--- src/rtl/core/ldg_pkg.sv ---
package ldg_pkg;

    // Field and datapath widths
    localparam int COUNTER_BITS = 32;
    localparam int MAX_LEVELS   = 16;
    localparam int LEVEL_W      = 4;
    localparam int PCT_W        = 7;
    localparam int WEIGHT_W     = 8;
    localparam int NLEV_W       = 5;
    localparam int NUM_W        = COUNTER_BITS + 7;   // busy * 100 fits here
    localparam int QUOT_W       = 11;                 // largest quotient is the level step
    localparam int DIV_CNT_W    = $clog2(QUOT_W);
    localparam int LVL_CALC_W   = QUOT_W + 2;

    // Stream data widths, padded to whole bytes
    localparam int S_FIELDS_W = 2 * COUNTER_BITS + LEVEL_W;
    localparam int S_DATA_W   = ((S_FIELDS_W + 7) / 8) * 8;
    localparam int M_FIELDS_W = LEVEL_W + 1 + 2 * PCT_W;
    localparam int M_DATA_W   = ((M_FIELDS_W + 7) / 8) * 8;

    // Configuration port
    localparam int CFG_IDX_W  = 2;
    localparam int CFG_DATA_W = 8;
    localparam logic [CFG_IDX_W-1:0] CFG_LOAD_TARGET = 2'd0;
    localparam logic [CFG_IDX_W-1:0] CFG_LOAD_MAX    = 2'd1;
    localparam logic [CFG_IDX_W-1:0] CFG_SMOOTHING   = 2'd2;
    localparam logic [CFG_IDX_W-1:0] CFG_NUM_LEVELS  = 2'd3;

    localparam logic [PCT_W-1:0]    RST_LOAD_TARGET = 7'd70;
    localparam logic [PCT_W-1:0]    RST_LOAD_MAX    = 7'd90;
    localparam logic [WEIGHT_W-1:0] RST_SMOOTHING   = 8'd1;
    localparam logic [NLEV_W-1:0]   RST_NUM_LEVELS  = NLEV_W'(MAX_LEVELS);

    localparam logic [PCT_W-1:0] PCT_FULL = 7'd100;

    // Controller to datapath commands
    typedef struct packed {
        logic load_in;
        logic start_util;
        logic take_util;
        logic start_avg;
        logic take_avg;
        logic start_step;
        logic load_out;
    } t_cmd;

    // Datapath to controller status
    typedef struct packed {
        logic div_done;
    } t_sts;

    // One result item
    typedef struct packed {
        logic [PCT_W-1:0]   average_load;
        logic [PCT_W-1:0]   utilization;
        logic               level_changed;
        logic [LEVEL_W-1:0] new_level;
    } t_res;

    // n / 3 for small n by reciprocal multiply (exact for n below 512)
    function automatic logic [NLEV_W-1:0] third_of(input logic [NLEV_W-1:0] n);
        logic [NLEV_W+8:0] p;
        p = (NLEV_W + 9)'(n) * (NLEV_W + 9)'(171);
        return p[NLEV_W+8:9];
    endfunction

endpackage

--- src/rtl/core/load_based_dvfs_governor.sv ---
// Each item makes three passes through one shared 11-step restoring divider
// (utilization, average, level step); a new input is taken only once the last
// result has been loaded into the output register.
// The next input is taken while a result still waits in the output register.
// Reset (synchronous, active low): controller idle, output empty, running average 0,
// registers at target 70, max 90, smoothing 1, levels 16.
module load_based_dvfs_governor
    import ldg_pkg::*;
(
    input  logic                  i_clk,
    input  logic                  i_rst_n,
    // configuration
    input  logic                  i_cfg_we,
    input  logic [CFG_IDX_W-1:0]  i_cfg_idx,
    input  logic [CFG_DATA_W-1:0] i_cfg_data,
    // input stream
    input  logic                  s_axis_tvalid,
    output logic                  s_axis_tready,
    input  logic [S_DATA_W-1:0]   s_axis_tdata,   // busy_cycles, total_cycles, current_level
    // output stream
    output logic                  m_axis_tvalid,
    input  logic                  m_axis_tready,
    output logic [M_DATA_W-1:0]   m_axis_tdata    // new_level, level_changed, utilization,
                                                  // average_load
);

    t_cmd w_cmd;
    t_sts w_sts;
    t_res w_res;

    ldg_ctrl u_ctrl (
        .i_clk      (i_clk),
        .i_rst_n    (i_rst_n),
        .i_s_tvalid (s_axis_tvalid),
        .o_s_tready (s_axis_tready),
        .o_m_tvalid (m_axis_tvalid),
        .i_m_tready (m_axis_tready),
        .i_sts      (w_sts),
        .o_cmd      (w_cmd)
    );

    ldg_dpath u_dpath (
        .i_clk      (i_clk),
        .i_rst_n    (i_rst_n),
        .i_cfg_we   (i_cfg_we),
        .i_cfg_idx  (i_cfg_idx),
        .i_cfg_data (i_cfg_data),
        .i_busy     (s_axis_tdata[COUNTER_BITS-1:0]),
        .i_total    (s_axis_tdata[2*COUNTER_BITS-1:COUNTER_BITS]),
        .i_cur      (s_axis_tdata[S_FIELDS_W-1:2*COUNTER_BITS]),
        .i_cmd      (w_cmd),
        .o_sts      (w_sts),
        .o_res      (w_res)
    );

    // Pack result fields, zero pad to bytes
    assign m_axis_tdata = M_DATA_W'(w_res);

endmodule

--- src/rtl/core/ldg_div.sv ---
module ldg_div
    import ldg_pkg::*;
(
    input  logic                    i_clk,
    input  logic                    i_rst_n,
    input  logic                    i_start,
    input  logic [NUM_W-1:0]        i_num,
    input  logic [COUNTER_BITS-1:0] i_den,
    output logic [QUOT_W-1:0]       o_quot,
    output logic                    o_done
);

    localparam int TRIAL_W = COUNTER_BITS + QUOT_W;

    logic                    r_busy;
    logic                    r_done;
    logic [DIV_CNT_W-1:0]    r_cnt;
    logic [NUM_W-1:0]        r_rem;
    logic [COUNTER_BITS-1:0] r_den;
    logic [QUOT_W-1:0]       r_quot;

    logic [TRIAL_W-1:0] w_shift;
    logic [TRIAL_W-1:0] w_diff;
    logic               w_ge;

    // Trial subtract of the divisor shifted to the current quotient bit
    assign w_shift = TRIAL_W'(r_den) << r_cnt;
    assign w_diff  = TRIAL_W'(r_rem) - w_shift;
    assign w_ge    = TRIAL_W'(r_rem) >= w_shift;

    // Sequence one quotient bit per cycle
    always_ff @(posedge i_clk) begin
        if (!i_rst_n) begin
            r_busy <= 1'b0;
            r_done <= 1'b0;
            r_cnt  <= '0;
        end else begin
            r_done <= 1'b0;
            if (i_start) begin
                r_busy <= 1'b1;
                r_cnt  <= DIV_CNT_W'(QUOT_W - 1);
            end else if (r_busy) begin
                if (r_cnt == '0) begin
                    r_busy <= 1'b0;
                    r_done <= 1'b1;
                end else begin
                    r_cnt <= r_cnt - 1'b1;
                end
            end
        end
    end

    // Remainder and quotient
    always_ff @(posedge i_clk) begin
        if (i_start) begin
            r_rem  <= i_num;
            r_den  <= i_den;
            r_quot <= '0;
        end else if (r_busy) begin
            if (w_ge) begin
                r_rem <= w_diff[NUM_W-1:0];
            end
            r_quot <= {r_quot[QUOT_W-2:0], w_ge};
        end
    end

    assign o_quot = r_quot;
    assign o_done = r_done;

    a_no_restart: assert property (@(posedge i_clk) disable iff (!i_rst_n)
        i_start |-> !r_busy)
        else $error("divider started while busy");

    a_done_after_busy: assert property (@(posedge i_clk) disable iff (!i_rst_n)
        r_done |-> ($past(r_busy) && !r_busy))
        else $error("divider done without a finished run");

endmodule

--- src/rtl/core/ldg_dpath.sv ---
module ldg_dpath
    import ldg_pkg::*;
(
    input  logic                    i_clk,
    input  logic                    i_rst_n,
    input  logic                    i_cfg_we,
    input  logic [CFG_IDX_W-1:0]    i_cfg_idx,
    input  logic [CFG_DATA_W-1:0]   i_cfg_data,
    input  logic [COUNTER_BITS-1:0] i_busy,
    input  logic [COUNTER_BITS-1:0] i_total,
    input  logic [LEVEL_W-1:0]      i_cur,
    input  t_cmd                    i_cmd,
    output t_sts                    o_sts,
    output t_res                    o_res
);

    // Configuration and running average
    logic [PCT_W-1:0]    r_target;
    logic [PCT_W-1:0]    r_max;
    logic [WEIGHT_W-1:0] r_weight;
    logic [NLEV_W-1:0]   r_nlev;
    logic [PCT_W-1:0]    r_avg;

    // Per-item working registers
    logic [COUNTER_BITS-1:0] r_total;
    logic [LEVEL_W-1:0]      r_cur;
    logic [NUM_W-1:0]        r_num;
    logic                    r_uzero;
    logic                    r_usat;
    logic [PCT_W-1:0]        r_util;
    logic                    r_neg;
    logic                    r_jump;
    t_res                    r_res;

    logic                    w_div_start;
    logic [NUM_W-1:0]        w_div_num;
    logic [COUNTER_BITS-1:0] w_div_den;
    logic [QUOT_W-1:0]       w_quot;
    logic                    w_div_done;

    logic [NUM_W-1:0]          w_busy100;
    logic [PCT_W-1:0]          w_target_eff;
    logic [NLEV_W-1:0]         w_nlev_eff;
    logic [2*WEIGHT_W-1:0]     w_avg_num;
    logic [WEIGHT_W:0]         w_avg_den;
    logic signed [PCT_W:0]     w_diff;
    logic [PCT_W:0]            w_mag_full;
    logic [PCT_W-1:0]          w_mag;
    logic [QUOT_W-1:0]         w_mag10;
    logic signed [LVL_CALC_W-1:0] w_cur_s;
    logic signed [LVL_CALC_W-1:0] w_step_s;
    logic signed [LVL_CALC_W-1:0] w_third_s;
    logic signed [LVL_CALC_W-1:0] w_top_s;
    logic signed [LVL_CALC_W-1:0] w_lvl;
    logic [NLEV_W-1:0]         w_top;
    logic [LEVEL_W-1:0]        w_new_level;
    logic [PCT_W-1:0]          w_util_next;
    logic [PCT_W-1:0]          w_avg_next;

    // Write configuration registers
    always_ff @(posedge i_clk) begin
        if (!i_rst_n) begin
            r_target <= RST_LOAD_TARGET;
            r_max    <= RST_LOAD_MAX;
            r_weight <= RST_SMOOTHING;
            r_nlev   <= RST_NUM_LEVELS;
        end else if (i_cfg_we) begin
            case (i_cfg_idx)
                CFG_LOAD_TARGET: r_target <= i_cfg_data[PCT_W-1:0];
                CFG_LOAD_MAX:    r_max    <= i_cfg_data[PCT_W-1:0];
                CFG_SMOOTHING:   r_weight <= i_cfg_data[WEIGHT_W-1:0];
                CFG_NUM_LEVELS:  r_nlev   <= i_cfg_data[NLEV_W-1:0];
                default: ;
            endcase
        end
    end

    // Effective target and level count
    assign w_target_eff = (r_target == '0) ? PCT_W'(1) : r_target;
    always_comb begin
        if (r_nlev == '0) begin
            w_nlev_eff = NLEV_W'(1);
        end else if (r_nlev > NLEV_W'(MAX_LEVELS)) begin
            w_nlev_eff = NLEV_W'(MAX_LEVELS);
        end else begin
            w_nlev_eff = r_nlev;
        end
    end

    // busy * 100 as shifted adds
    assign w_busy100 = NUM_W'({i_busy, 6'b0}) + NUM_W'({i_busy, 5'b0})
                     + NUM_W'({i_busy, 2'b0});

    // Average numerator and denominator
    assign w_avg_num = (2*WEIGHT_W)'(r_weight) * (2*WEIGHT_W)'(r_avg)
                     + (2*WEIGHT_W)'(r_util);
    assign w_avg_den = (WEIGHT_W+1)'(r_weight) + 1'b1;

    // Magnitude of (avg - target) * 10
    assign w_diff     = $signed({1'b0, r_avg}) - $signed({1'b0, w_target_eff});
    assign w_mag_full = w_diff[PCT_W] ? (PCT_W+1)'(-w_diff) : (PCT_W+1)'(w_diff);
    assign w_mag      = w_mag_full[PCT_W-1:0];
    assign w_mag10    = QUOT_W'({w_mag, 3'b0}) + QUOT_W'({w_mag, 1'b0});

    // Select divider operands
    assign w_div_start = i_cmd.start_util | i_cmd.start_avg | i_cmd.start_step;
    always_comb begin
        w_div_num = r_num;
        w_div_den = r_total;
        if (i_cmd.start_avg) begin
            w_div_num = NUM_W'(w_avg_num);
            w_div_den = COUNTER_BITS'(w_avg_den);
        end else if (i_cmd.start_step) begin
            w_div_num = NUM_W'(w_mag10);
            w_div_den = COUNTER_BITS'(w_target_eff);
        end
    end

    ldg_div u_div (
        .i_clk   (i_clk),
        .i_rst_n (i_rst_n),
        .i_start (w_div_start),
        .i_num   (w_div_num),
        .i_den   (w_div_den),
        .o_quot  (w_quot),
        .o_done  (w_div_done)
    );

    assign o_sts.div_done = w_div_done;

    // Saturate quotients to percent
    always_comb begin
        if (r_uzero) begin
            w_util_next = '0;
        end else if (r_usat || (w_quot > QUOT_W'(PCT_FULL))) begin
            w_util_next = PCT_FULL;
        end else begin
            w_util_next = w_quot[PCT_W-1:0];
        end
        w_avg_next = (w_quot > QUOT_W'(PCT_FULL)) ? PCT_FULL : w_quot[PCT_W-1:0];
    end

    // Next level: jump, or signed step halved toward zero, then clamp
    assign w_cur_s   = $signed(LVL_CALC_W'(r_cur));
    assign w_step_s  = $signed(LVL_CALC_W'(w_quot[QUOT_W-1:1]));
    assign w_third_s = $signed(LVL_CALC_W'(third_of(w_nlev_eff)));
    assign w_top     = w_nlev_eff - 1'b1;
    assign w_top_s   = $signed(LVL_CALC_W'(w_top));
    always_comb begin
        if (r_jump) begin
            w_lvl = w_cur_s + w_third_s;
        end else if (r_neg) begin
            w_lvl = w_cur_s - w_step_s;
        end else begin
            w_lvl = w_cur_s + w_step_s;
        end
        if (w_lvl < 0) begin
            w_new_level = '0;
        end else if (w_lvl > w_top_s) begin
            w_new_level = w_top[LEVEL_W-1:0];
        end else begin
            w_new_level = w_lvl[LEVEL_W-1:0];
        end
    end

    // Running average state
    always_ff @(posedge i_clk) begin
        if (!i_rst_n) begin
            r_avg <= '0;
        end else if (i_cmd.take_avg) begin
            r_avg <= w_avg_next;
        end
    end

    // Per-item registers
    always_ff @(posedge i_clk) begin
        if (i_cmd.load_in) begin
            r_total <= i_total;
            r_cur   <= i_cur;
            r_num   <= w_busy100;
        end
        if (i_cmd.start_util) begin
            r_uzero <= (r_total == '0);
            r_usat  <= (r_num >= {r_total, 7'b0});
        end
        if (i_cmd.take_util) begin
            r_util <= w_util_next;
        end
        if (i_cmd.start_step) begin
            r_neg  <= w_diff[PCT_W];
            r_jump <= (r_avg > r_max);
        end
        if (i_cmd.load_out) begin
            r_res.new_level     <= w_new_level;
            r_res.level_changed <= (w_new_level != r_cur);
            r_res.utilization   <= r_util;
            r_res.average_load  <= r_avg;
        end
    end

    assign o_res = r_res;

    a_avg_in_range: assert property (@(posedge i_clk) disable iff (!i_rst_n)
        r_avg <= PCT_FULL)
        else $error("running average above full load");

endmodule

--- src/rtl/core/ldg_ctrl.sv ---
module ldg_ctrl
    import ldg_pkg::*;
(
    input  logic i_clk,
    input  logic i_rst_n,
    input  logic i_s_tvalid,
    output logic o_s_tready,
    output logic o_m_tvalid,
    input  logic i_m_tready,
    input  t_sts i_sts,
    output t_cmd o_cmd
);

    localparam logic [2:0] S_IDLE  = 3'd0;
    localparam logic [2:0] S_UDIV  = 3'd1;
    localparam logic [2:0] S_UWAIT = 3'd2;
    localparam logic [2:0] S_ADIV  = 3'd3;
    localparam logic [2:0] S_AWAIT = 3'd4;
    localparam logic [2:0] S_SDIV  = 3'd5;
    localparam logic [2:0] S_SWAIT = 3'd6;
    localparam logic [2:0] S_DONE  = 3'd7;

    logic [2:0] r_state;
    logic [2:0] n_state;
    logic       r_out_valid;
    logic       n_out_valid;
    t_cmd       w_cmd;

    // Sequence utilization, average and step divisions
    always_comb begin
        n_state = r_state;
        w_cmd   = '0;
        case (r_state)
            S_IDLE: begin
                if (i_s_tvalid) begin
                    w_cmd.load_in = 1'b1;
                    n_state       = S_UDIV;
                end
            end
            S_UDIV: begin
                w_cmd.start_util = 1'b1;
                n_state          = S_UWAIT;
            end
            S_UWAIT: begin
                if (i_sts.div_done) begin
                    w_cmd.take_util = 1'b1;
                    n_state         = S_ADIV;
                end
            end
            S_ADIV: begin
                w_cmd.start_avg = 1'b1;
                n_state         = S_AWAIT;
            end
            S_AWAIT: begin
                if (i_sts.div_done) begin
                    w_cmd.take_avg = 1'b1;
                    n_state        = S_SDIV;
                end
            end
            S_SDIV: begin
                w_cmd.start_step = 1'b1;
                n_state          = S_SWAIT;
            end
            S_SWAIT: begin
                if (i_sts.div_done) begin
                    n_state = S_DONE;
                end
            end
            S_DONE: begin
                if (!r_out_valid || i_m_tready) begin
                    w_cmd.load_out = 1'b1;
                    n_state        = S_IDLE;
                end
            end
            default: n_state = S_IDLE;
        endcase
    end

    // Hold the result until the output transfer completes
    always_comb begin
        if (w_cmd.load_out) begin
            n_out_valid = 1'b1;
        end else if (i_m_tready) begin
            n_out_valid = 1'b0;
        end else begin
            n_out_valid = r_out_valid;
        end
    end

    always_ff @(posedge i_clk) begin
        if (!i_rst_n) begin
            r_state     <= S_IDLE;
            r_out_valid <= 1'b0;
        end else begin
            r_state     <= n_state;
            r_out_valid <= n_out_valid;
        end
    end

    assign o_s_tready = (r_state == S_IDLE);
    assign o_m_tvalid = r_out_valid;
    assign o_cmd      = w_cmd;

    a_one_cmd: assert property (@(posedge i_clk) disable iff (!i_rst_n)
        $onehot0(w_cmd))
        else $error("more than one datapath command");

    a_no_overwrite: assert property (@(posedge i_clk) disable iff (!i_rst_n)
        w_cmd.load_out |-> (!r_out_valid || i_m_tready))
        else $error("result overwritten before transfer");

    a_done_when_waiting: assert property (@(posedge i_clk) disable iff (!i_rst_n)
        i_sts.div_done |-> (r_state == S_UWAIT || r_state == S_AWAIT
                            || r_state == S_SWAIT))
        else $error("divider finished outside a wait state");

endmodule
--- config.mk ---
export PLATFORM = sky130hd
export DESIGN_NAME = load_based_dvfs_governor
export DESIGN_NICKNAME = d
export VERILOG_FILES = /design/src/rtl/core/ldg_pkg.sv /design/src/rtl/core/load_based_dvfs_governor.sv /design/src/rtl/core/ldg_div.sv /design/src/rtl/core/ldg_dpath.sv /design/src/rtl/core/ldg_ctrl.sv
export SDC_FILE = /design/constraint.sdc
export NUM_CORES = 1
export LEC_CHECK = 0
export BUFFER_PORTS_ARGS = -buffer_cell sky130_fd_sc_hd__buf_2
export CELL_PAD_IN_SITES_DETAIL_PLACEMENT = 1
export CELL_PAD_IN_SITES_GLOBAL_PLACEMENT = 2
export CORE_UTILIZATION = 43
export DETAILED_ROUTE_END_ITERATION = 8
export PLACE_DENSITY = 0.95
export SKIP_CTS_REPAIR_TIMING = 1
export SLEW_MARGIN = 20
export SYNTH_ARGS = -nofsm -noshare
export SYNTH_HDL_FRONTEND = slang
export SYNTH_SLANG_ARGS = --single-unit
export TNS_END_PERCENT = 10
--- constraint.sdc ---
create_clock -name i_clk -period 29.5 [get_ports i_clk]
set_clock_uncertainty 0.1 [all_clocks]
set_input_delay 4.425 -clock i_clk [delete_from_list [all_inputs] [get_ports i_clk]]
set_output_delay 4.425 -clock i_clk [all_outputs]
set_load 0.02 [all_outputs]
==> results of run 1 <==
critical path, delay by kind of cell:
family	cells	cell delay, ns
AND/OR/NAND/NOR	2	0.43
buffers and inverters	2	0.20
adder cells (fa/ha/maj)	3	1.13
AO/OA/AOI/OAI	8	2.06
worst paths after layout:
check | start | to | slack, ns | depth (start not counted)
max reg2reg | u_dpath.r_nlev[4]$_SDFFE_PN1P_ | u_dpath.o_res[4]$_DFFE_PP_ | 22.42 | 29
min | u_dpath.r_max[2]$_SDFFE_PN0P_ | u_dpath.r_max[2]$_SDFFE_PN0P_ | 0.38 | 2
max | s_axis_tdata[0] | u_dpath.r_num[38]$_DFFE_PP_ | 21.50 | 15
min reg2reg | u_dpath.r_max[2]$_SDFFE_PN0P_ | u_dpath.r_max[2]$_SDFFE_PN0P_ | 0.38 | 2
cells in the mapped netlist, drive strengths merged (44+ instances only):
cell,count,share of area (%)
edfxtp,174,27
inv,179,3.5
ha,205,13
nor2,121,2.4
xnor2,68,3.1
clkbuf,67,1.3
fa,76,7.9
mux2i,45,2.3
a21oi,110,2.9
nor2b,49,1.6
a21o,44,1.7
o21ai,109,2.8
nor3,52,1.4
dfxtp,55,5.7
nand2,212,4.1
logic make-up after synthesis:
family,count (synthesis),share of synthesized area [%]
buf+inv,265,5.32
xor+xnor,100,4.55
other cells,2,0.0390
mux,73,4.99
simple gates,613,15.2
flops,229,32.8
compound gates,463,15.8
fa+ha+maj,281,21.2
state kept, by name (all words and copies together) (netlist names):
register              flops
u_dpath.r_avg             7
u_dpath.o_res            19
u_ctrl.o_m_tvalid         1
u_dpath.r_weight          8
u_dpath.r_usat            1
u_dpath.r_target          7
u_dpath.u_div.r_den      32
u_dpath.u_div.o_done      1
u_dpath.r_neg             1
u_dpath.r_total          32
u_dpath.r_max             7
u_ctrl.r_state            3
u_dpath.r_nlev            5
u_dpath.u_div.r_rem      39
u_dpath.r_cur             4
u_dpath.r_uzero           1
u_dpath.u_div.r_cnt       4
u_dpath.r_jump            1
u_dpath.u_div.r_busy      1
u_dpath.r_util            7
u_dpath.r_num            37
u_dpath.u_div.o_quot     11
through the flow:
step / hold slack (ns) / setup WS (ns) / util (%)
2_1_floorplan: 0.306 / 16.88 / -
3_3_place_gp: 0.361 / 21.16 / 46.0
3_5_place_dp: 0.382 / 20.93 / 46.0
4_1_cts: 0.385 / 21.50 / 48.1
5_1_grt: 0.421 / 21.13 / 48.1
6_report: 0.382 / 21.50 / 48.1
power groups by stage:
stage               clock (mW)  sequential [mW]  combinational [mW]
floorplan                    0            0.422               0.325
global placement             0            0.435               0.410
detailed placement           0            0.437               0.432
CTS                      0.348            0.431               0.441
global route             0.359            0.434               0.494
finish                   0.345            0.432               0.445
layer usage:
| layer | vias up | part of all wire, % |
|---|---|---|
| met3 | 103 | 5.5 |
| met1 | 7880 | 44 |
| met2 | 456 | 48 |
| met4 | 0 | 2.8 |
| li1 | 7374 | - |
| met5 | - | 0 |
layout by cell type, fill, tap and decap left out, types with 19 or more instances in the layout:
cell         n
a21o_1      44
edfxtp_1   174
nand2b_1    19
nor2_1     120
xor2_1      32
nand2_1    212
dfxtp_1     54
o21ai_0    105
buf_2      103
nand3_1     37
clkbuf_16   28
a21oi_1    110
mux2i_1     45
nor3_1      52
inv_1      177
and2_1      32
a31oi_1     19
ha_1       205
a21boi_0    24
o21a_1      20
nor2b_1     49
xnor2_1     68
fa_1        76
layout make-up:
cell class / count / share of cell area [%]
clock buffer: 31 / 3.44
clock inverter: 18 / 0.813
inverter: 180 / 3.18
multi-input combinational: 1537 / 56.2
sequential: 229 / 29.8
tap: 592 / 3.49
timing repair buffer: 121 / 3.06
==> summary.txt, run 1 <==
Logic synthesis
  • Seq/Total Area, Yosys: 32.8%
  • Synth unique cells: 77
  • Number of synthesized register bits: 229
  • Post-synth ARST share: 0%
  • YS warnings: 0
  • Synth Flop Type: edfxtp_1
  • Synthesized cell area: 0.0193 mm^2
  • Synthesized instance count: 2,026
  • Syn avg cell area: 9.51 um^2
  • EDFF count, synth: 174

Floorplan
  • Core footprint: 0.0442 mm^2
  • Die footprint: 0.0456 mm^2
  • I/O Pins: 113
  • Rows: 77
  • Starting Density: 43.6%
  • Die height: 214 um
  • Die X: 214 um

Setup path
  • Data required time of the critical path: 29.76 ns
  • WP data arrival: 8.26 ns
  • Startpoint Class: primary input
  • Worst Path Max Fanout: 4
  • Crit. End Element: flop
  • Worst setup path category: primary input to flop
  • Cell Chain, Critical Path: buf_2 > fa_1 > ha_1 > inv_1 > fa_1 > nor2b_1 > o21a_1 > o21ai_0 > a21oi_1 > o211ai_1 > a211o_1 > a311o_1 > o21ai_0 > a2111oi_0 > nor3_1
  • Crit-path slowest cell: fa_1
  • Max stage delay on crit path: 0.54 ns

Layout
  • Antenna diodes: 0
  • Fin nets: 2,464
  • Share of layout cells above drive strength 1: 10.8%
  • Sequential Area: 0.00633 mm^2
  • Post-Layout Cell Count: 2,708
  • FILL cells: 5,053
  • Area Overhead vs Synth: 10.3%
  • Footprint of the multi-input gates: 0.0120 mm^2
  • Post-route cell area: 0.0212 mm^2

Pwr
  • VDD IR max: 0.0000431 V
  • Pwr Total: 1.22 mW
  • Static Leak: 9.07 nW
  • Sequential share of power: 35.4%
  • Clk network pwr share: 28.2%
  • Logic pwr share: 36.4%
  • Sw frac: 36.0%
  • Pwr Density: 57.5 mW/mm^2
  • Switching power: 440 uW
  • Int Power: 782 uW

GRT
  • Tot GR Track Use: 25.9%
  • Largest net degree at the start of global routing: 74
  • Total gr overflow: 0
  • M2 GR Usage: 43.6%
  • Initial antenna violation count: 1
  • Gr busiest metal: met2
  • First-pass GRT wire length: 91,600 um
  • Met1 usage: 34.7%
  • Met3 GRT Util: 3.50%
  • Vias in the first global route: 16.6k

STA
  • Fin. Hold Viols: 0
  • Count of final setup violators: 0
  • Worst-Margin Slew: 1.11 ns
  • Slew Viols, Final: 0
  • Slew HR: 26.2%
  • Fmax: 0.125 GHz
  • Setup TNS Final: 0 ns
  • RSZ-0062 raised after global routing: no
  • Final period util: 27.1%
  • Minimum clock period after layout: 8.00 ns

Clock tree
  • Clock root cell: clkbuf_16
  • Clk buf depth: 3
  • Clock Latency Late Sink: 0.56 ns
  • H-Tree Depth: 1
  • CTS tree: yes
  • Num CTS Buffers: 27
  • Clock-pin slew of the registers on the worst-case setup and hold paths: 0.06 ns
  • CTS Sinks: 229

Min path
  • Hold WC Path Type: flop to flop

Place
  • Dpl hpwl: 44,700 um
  • DP Area: 0.0203 mm^2
  • # port buffers: 103
  • Placed Cells: 2,659
  • Global placer's final weighted congestion: 0.905

Drt
  • Antenna-violating nets left: 0
  • # DRC: 0
  • Vias per cell: 5.84
  • Via count: 15.8k
  • WL/cell: 21.5 um
  • Starting DRT DRC Count: 1,031
  • Drt first pass iters: 5
  • Total wire length: 58,100 um

Job
  • Max-cap violations: 0

Run status
  • Status: completed
Note: power is estimated with default switching activity, not from simulation.
==> run 2: changes to the inputs <==
Settings changed: CORE_UTILIZATION 43 to 40, PLACE_DENSITY 0.95 to 0.93.
Clock period 29.5 ns to 8.4 ns, I/O delays scaled along.
==> run 2 against run 1 <==
  * Routed wire length grew 0.46%
  * Sequential cell count stayed put
  * Global-route usage fell by 2.2 points
  * Core utilization fell by 3.6 points
  * Clock-buffer cell count rose by 2
  * Power grew to 3.4 times the previous value
  * Combinational power rose to 3.5 times the previous value
  * Design area decreased by 0.22%
  * Register-to-register slack got worse by 21 ns
  * Critical path type is now flop to flop
  * Highest routed layer unchanged
==> summary.txt, run 2 (synthesized netlist as in run 1, its figures left out) <==
Run status
  • Status: completed (unchanged)

Layout
  • Post-layout util: 44.5% (was 48.1%)
  • Largest register by flop count: u_dpath.u_div.r_rem (unchanged)
  • Fin nets: 2,464 (unchanged)
  • Commonest non-fill, non-tap cell in the layout: nand2_1 (unchanged)
  • Share of layout cells above drive strength 1: 10.6% (was 10.8%)
  • Largest register FFs: 39 (unchanged)
  • Post-Layout Cell Count: 2,729 (was 2,708)
  • Area Overhead vs Synth: 10.1% (was 10.3%)
  • Top flop regs: u_dpath.u_div.r_rem (39), u_dpath.r_num (37) (unchanged)
  • Commonest cells after routing, fill and taps aside: nand2_1 (212), ha_1 (205), inv_1 (177) (unchanged)
  • Antenna diodes: 0 (unchanged)

Floorplan
  • Die height: 221 um (was 214 um)
  • I/O Pins: 113 (unchanged)
  • Core footprint: 0.0476 mm^2 (was 0.0442 mm^2)
  • Rows: 80 (was 77)
  • Die X: 221 um (was 214 um)
  • Die footprint: 0.0490 mm^2 (was 0.0456 mm^2)
  • Starting Density: 40.4% (was 43.6%)

STA
  • Minimum clock period after layout: 6.95 ns
  • Worst-Margin Slew: 1.18 ns (was 1.11 ns)
  • Slew HR: 20.8% (was 26.2%)
  • Count of final setup violators: 0 (unchanged)
  • Fmax: 0.144 GHz
  • Slew Viols, Final: 0 (unchanged)
  • Setup TNS Final: 0 ns (unchanged)
  • Fin. Hold Viols: 0 (unchanged)
  • RSZ-0062 raised after global routing: no (unchanged)
  • Final hold slack: 0.378 ns (was 0.382 ns)
  • Final period util: 82.8%

Setup path
  • Max stage delay on crit path: 0.56 ns (was 0.54 ns)
  • WP data arrival: 7.12 ns (was 8.26 ns)
  • CP startpoint: u_dpath.r_nlev[4]$_SDFFE_PN1P_ (was s_axis_tdata[0])
  • Crit. End Element: flop (unchanged)
  • Setup slack, reg-to-reg: 1.45 ns (was 22.42 ns)
  • FF-to-FF End: u_dpath.o_res[4]$_DFFE_PP_ (unchanged)
  • Worst setup path category: flop to flop (was primary input to flop)
  • Startpoint Class: flop (was primary input)
  • Worst R2R Start: u_dpath.r_nlev[4]$_SDFFE_PN1P_ (unchanged)
  • Cell depth of the worst flop-to-flop path: 28 (was 29)
  • Crit path to: u_dpath.o_res[4]$_DFFE_PP_ (was u_dpath.r_num[38]$_DFFE_PP_)
  • Data required time of the critical path: 8.57 ns (was 29.76 ns)
  • Crit-path slowest cell: fa_1 (unchanged)
  • Worst Path Max Fanout: 9 (was 4)

Drt
  • Via count: 15.7k (was 15.8k)
  • Antenna-violating nets left: 0 (unchanged)
  • WL/cell: 21.4 um (was 21.5 um)
  • Starting DRT DRC Count: 1,135 (was 1,031)
  • # DRC: 0 (unchanged)
  • Vias per cell: 5.75 (was 5.84)
  • Total wire length: 58,400 um (was 58,100 um)
  • Drt first pass iters: 8 (was 5)

Pwr
  • Sw frac: 36.5% (was 36.0%)
  • Clk network pwr share: 26.3% (was 28.2%)
  • Logic pwr share: 37.4% (was 36.4%)
  • Static Leak: 9.03 nW (was 9.07 nW)
  • Pwr Density: 197 mW/mm^2 (was 57.5 mW/mm^2)
  • Sequential share of power: 36.3% (was 35.4%)
  • VDD IR max: 0.000135 V (was 0.0000431 V)
  • Switching power: 1.52 mW (was 440 uW)
  • Int Power: 2.66 mW (was 782 uW)

Clock tree
  • Clock Latency Late Sink: 0.54 ns (was 0.56 ns)
  • CTS Sinks: 229 (unchanged)
  • Clock-pin slew of the registers on the worst-case setup and hold paths: 0.06 ns (about the same)
  • Clk buf depth: 3 (unchanged)
  • CTS tree: yes (unchanged)
  • H-Tree Depth: 1 (unchanged)
  • Num CTS Buffers: 25 (was 27)
  • Clock root cell: clkbuf_16 (unchanged)

GRT
  • Tot GR Track Use: 23.7% (was 25.9%)
  • Initial antenna violation count: 1 (unchanged)
  • First-pass GRT wire length: 92,300 um (was 91,600 um)
  • Largest net degree at the start of global routing: 74 (unchanged)
  • Total gr overflow: 0 (unchanged)
  • Vias in the first global route: 16.6k (about the same)

Place
  • Placed Cells: 2,684 (was 2,659)
  • # port buffers: 103 (unchanged)
  • Dpl hpwl: 45,800 um (was 44,700 um)
  • Global placer's final weighted congestion: 0.900 (was 0.905)

Job
  • Max-cap violations: 0 (unchanged)

Min path
  • Hold WC Path Type: flop to flop (unchanged)
==> run 2: through the flow <==
step	setup slack, ns	area [um^2]	power [mW]
after floorplan	2.15	19300	2.62
after global placement	1.63	20400	2.98
after detailed placement	1.41	20400	3.07
after CTS	1.38	21200	4.18
after global routing	0.867	21200	4.40
final	1.45	21200	4.18
==> run 2: how the worst min path moves through the flow <==
stage                                             start                       endpoint  slack [ns]  cells past startpoint
final                     u_dpath.r_max[2]$_SDFFE_PN0P_  u_dpath.r_max[2]$_SDFFE_PN0P_        0.38                      2
after global routing      u_dpath.r_max[2]$_SDFFE_PN0P_  u_dpath.r_max[2]$_SDFFE_PN0P_        0.40                      2
after CTS                 u_dpath.r_max[2]$_SDFFE_PN0P_  u_dpath.r_max[2]$_SDFFE_PN0P_        0.38                      2
after detailed placement  u_dpath.r_max[2]$_SDFFE_PN0P_  u_dpath.r_max[2]$_SDFFE_PN0P_        0.37                      2
after global placement    u_dpath.r_max[5]$_SDFFE_PN0P_  u_dpath.r_max[5]$_SDFFE_PN0P_        0.36                      2
after floorplan           u_dpath.r_avg[0]$_SDFFE_PN0P_    u_dpath.o_res[12]$_DFFE_PP_        0.31                      0
==> run 2: area by class of cell <==
class	count	area, um^2
Tap cell	615	769
Fill cell	5485	26400
Clock buffer	33	701
Multi-Input combinational cell	1537	12000
Timing Repair Buffer	123	666
Clock inverter	12	106
Inverter	180	676
Sequential cell	229	6330
==> run 2: worst max-delay path: cells and delay by family (launching register included) <==
family	cells	cell delay, ns
fa+ha+maj	6	2.14
buf+inv	4	0.39
flops	1	0.40
compound gates	9	1.73
xor+xnor	1	0.15
simple gates	7	1.37
mux	1	0.42
==> run 2: routing by layer <==
metal | routed length, um | part of all wire [%] | global-route usage [%]
met5 | 0 | 0 | 0
met4 | 1110 | 1.9 | 5.24
met3 | 2970 | 5.1 | 2.14
met2 | 28300 | 48 | 41.3
met1 | 26000 | 45 | 31.9
==> run 2: power by group through the flow <==
stage	Clock (mW)	Combinational, mW	Sequential, mW
after CTS	1.11	1.55	1.51
after global routing	1.15	1.73	1.53
final	1.10	1.56	1.52
after global placement	0	1.45	1.53
after floorplan	0	1.14	1.48
after detailed placement	0	1.53	1.54
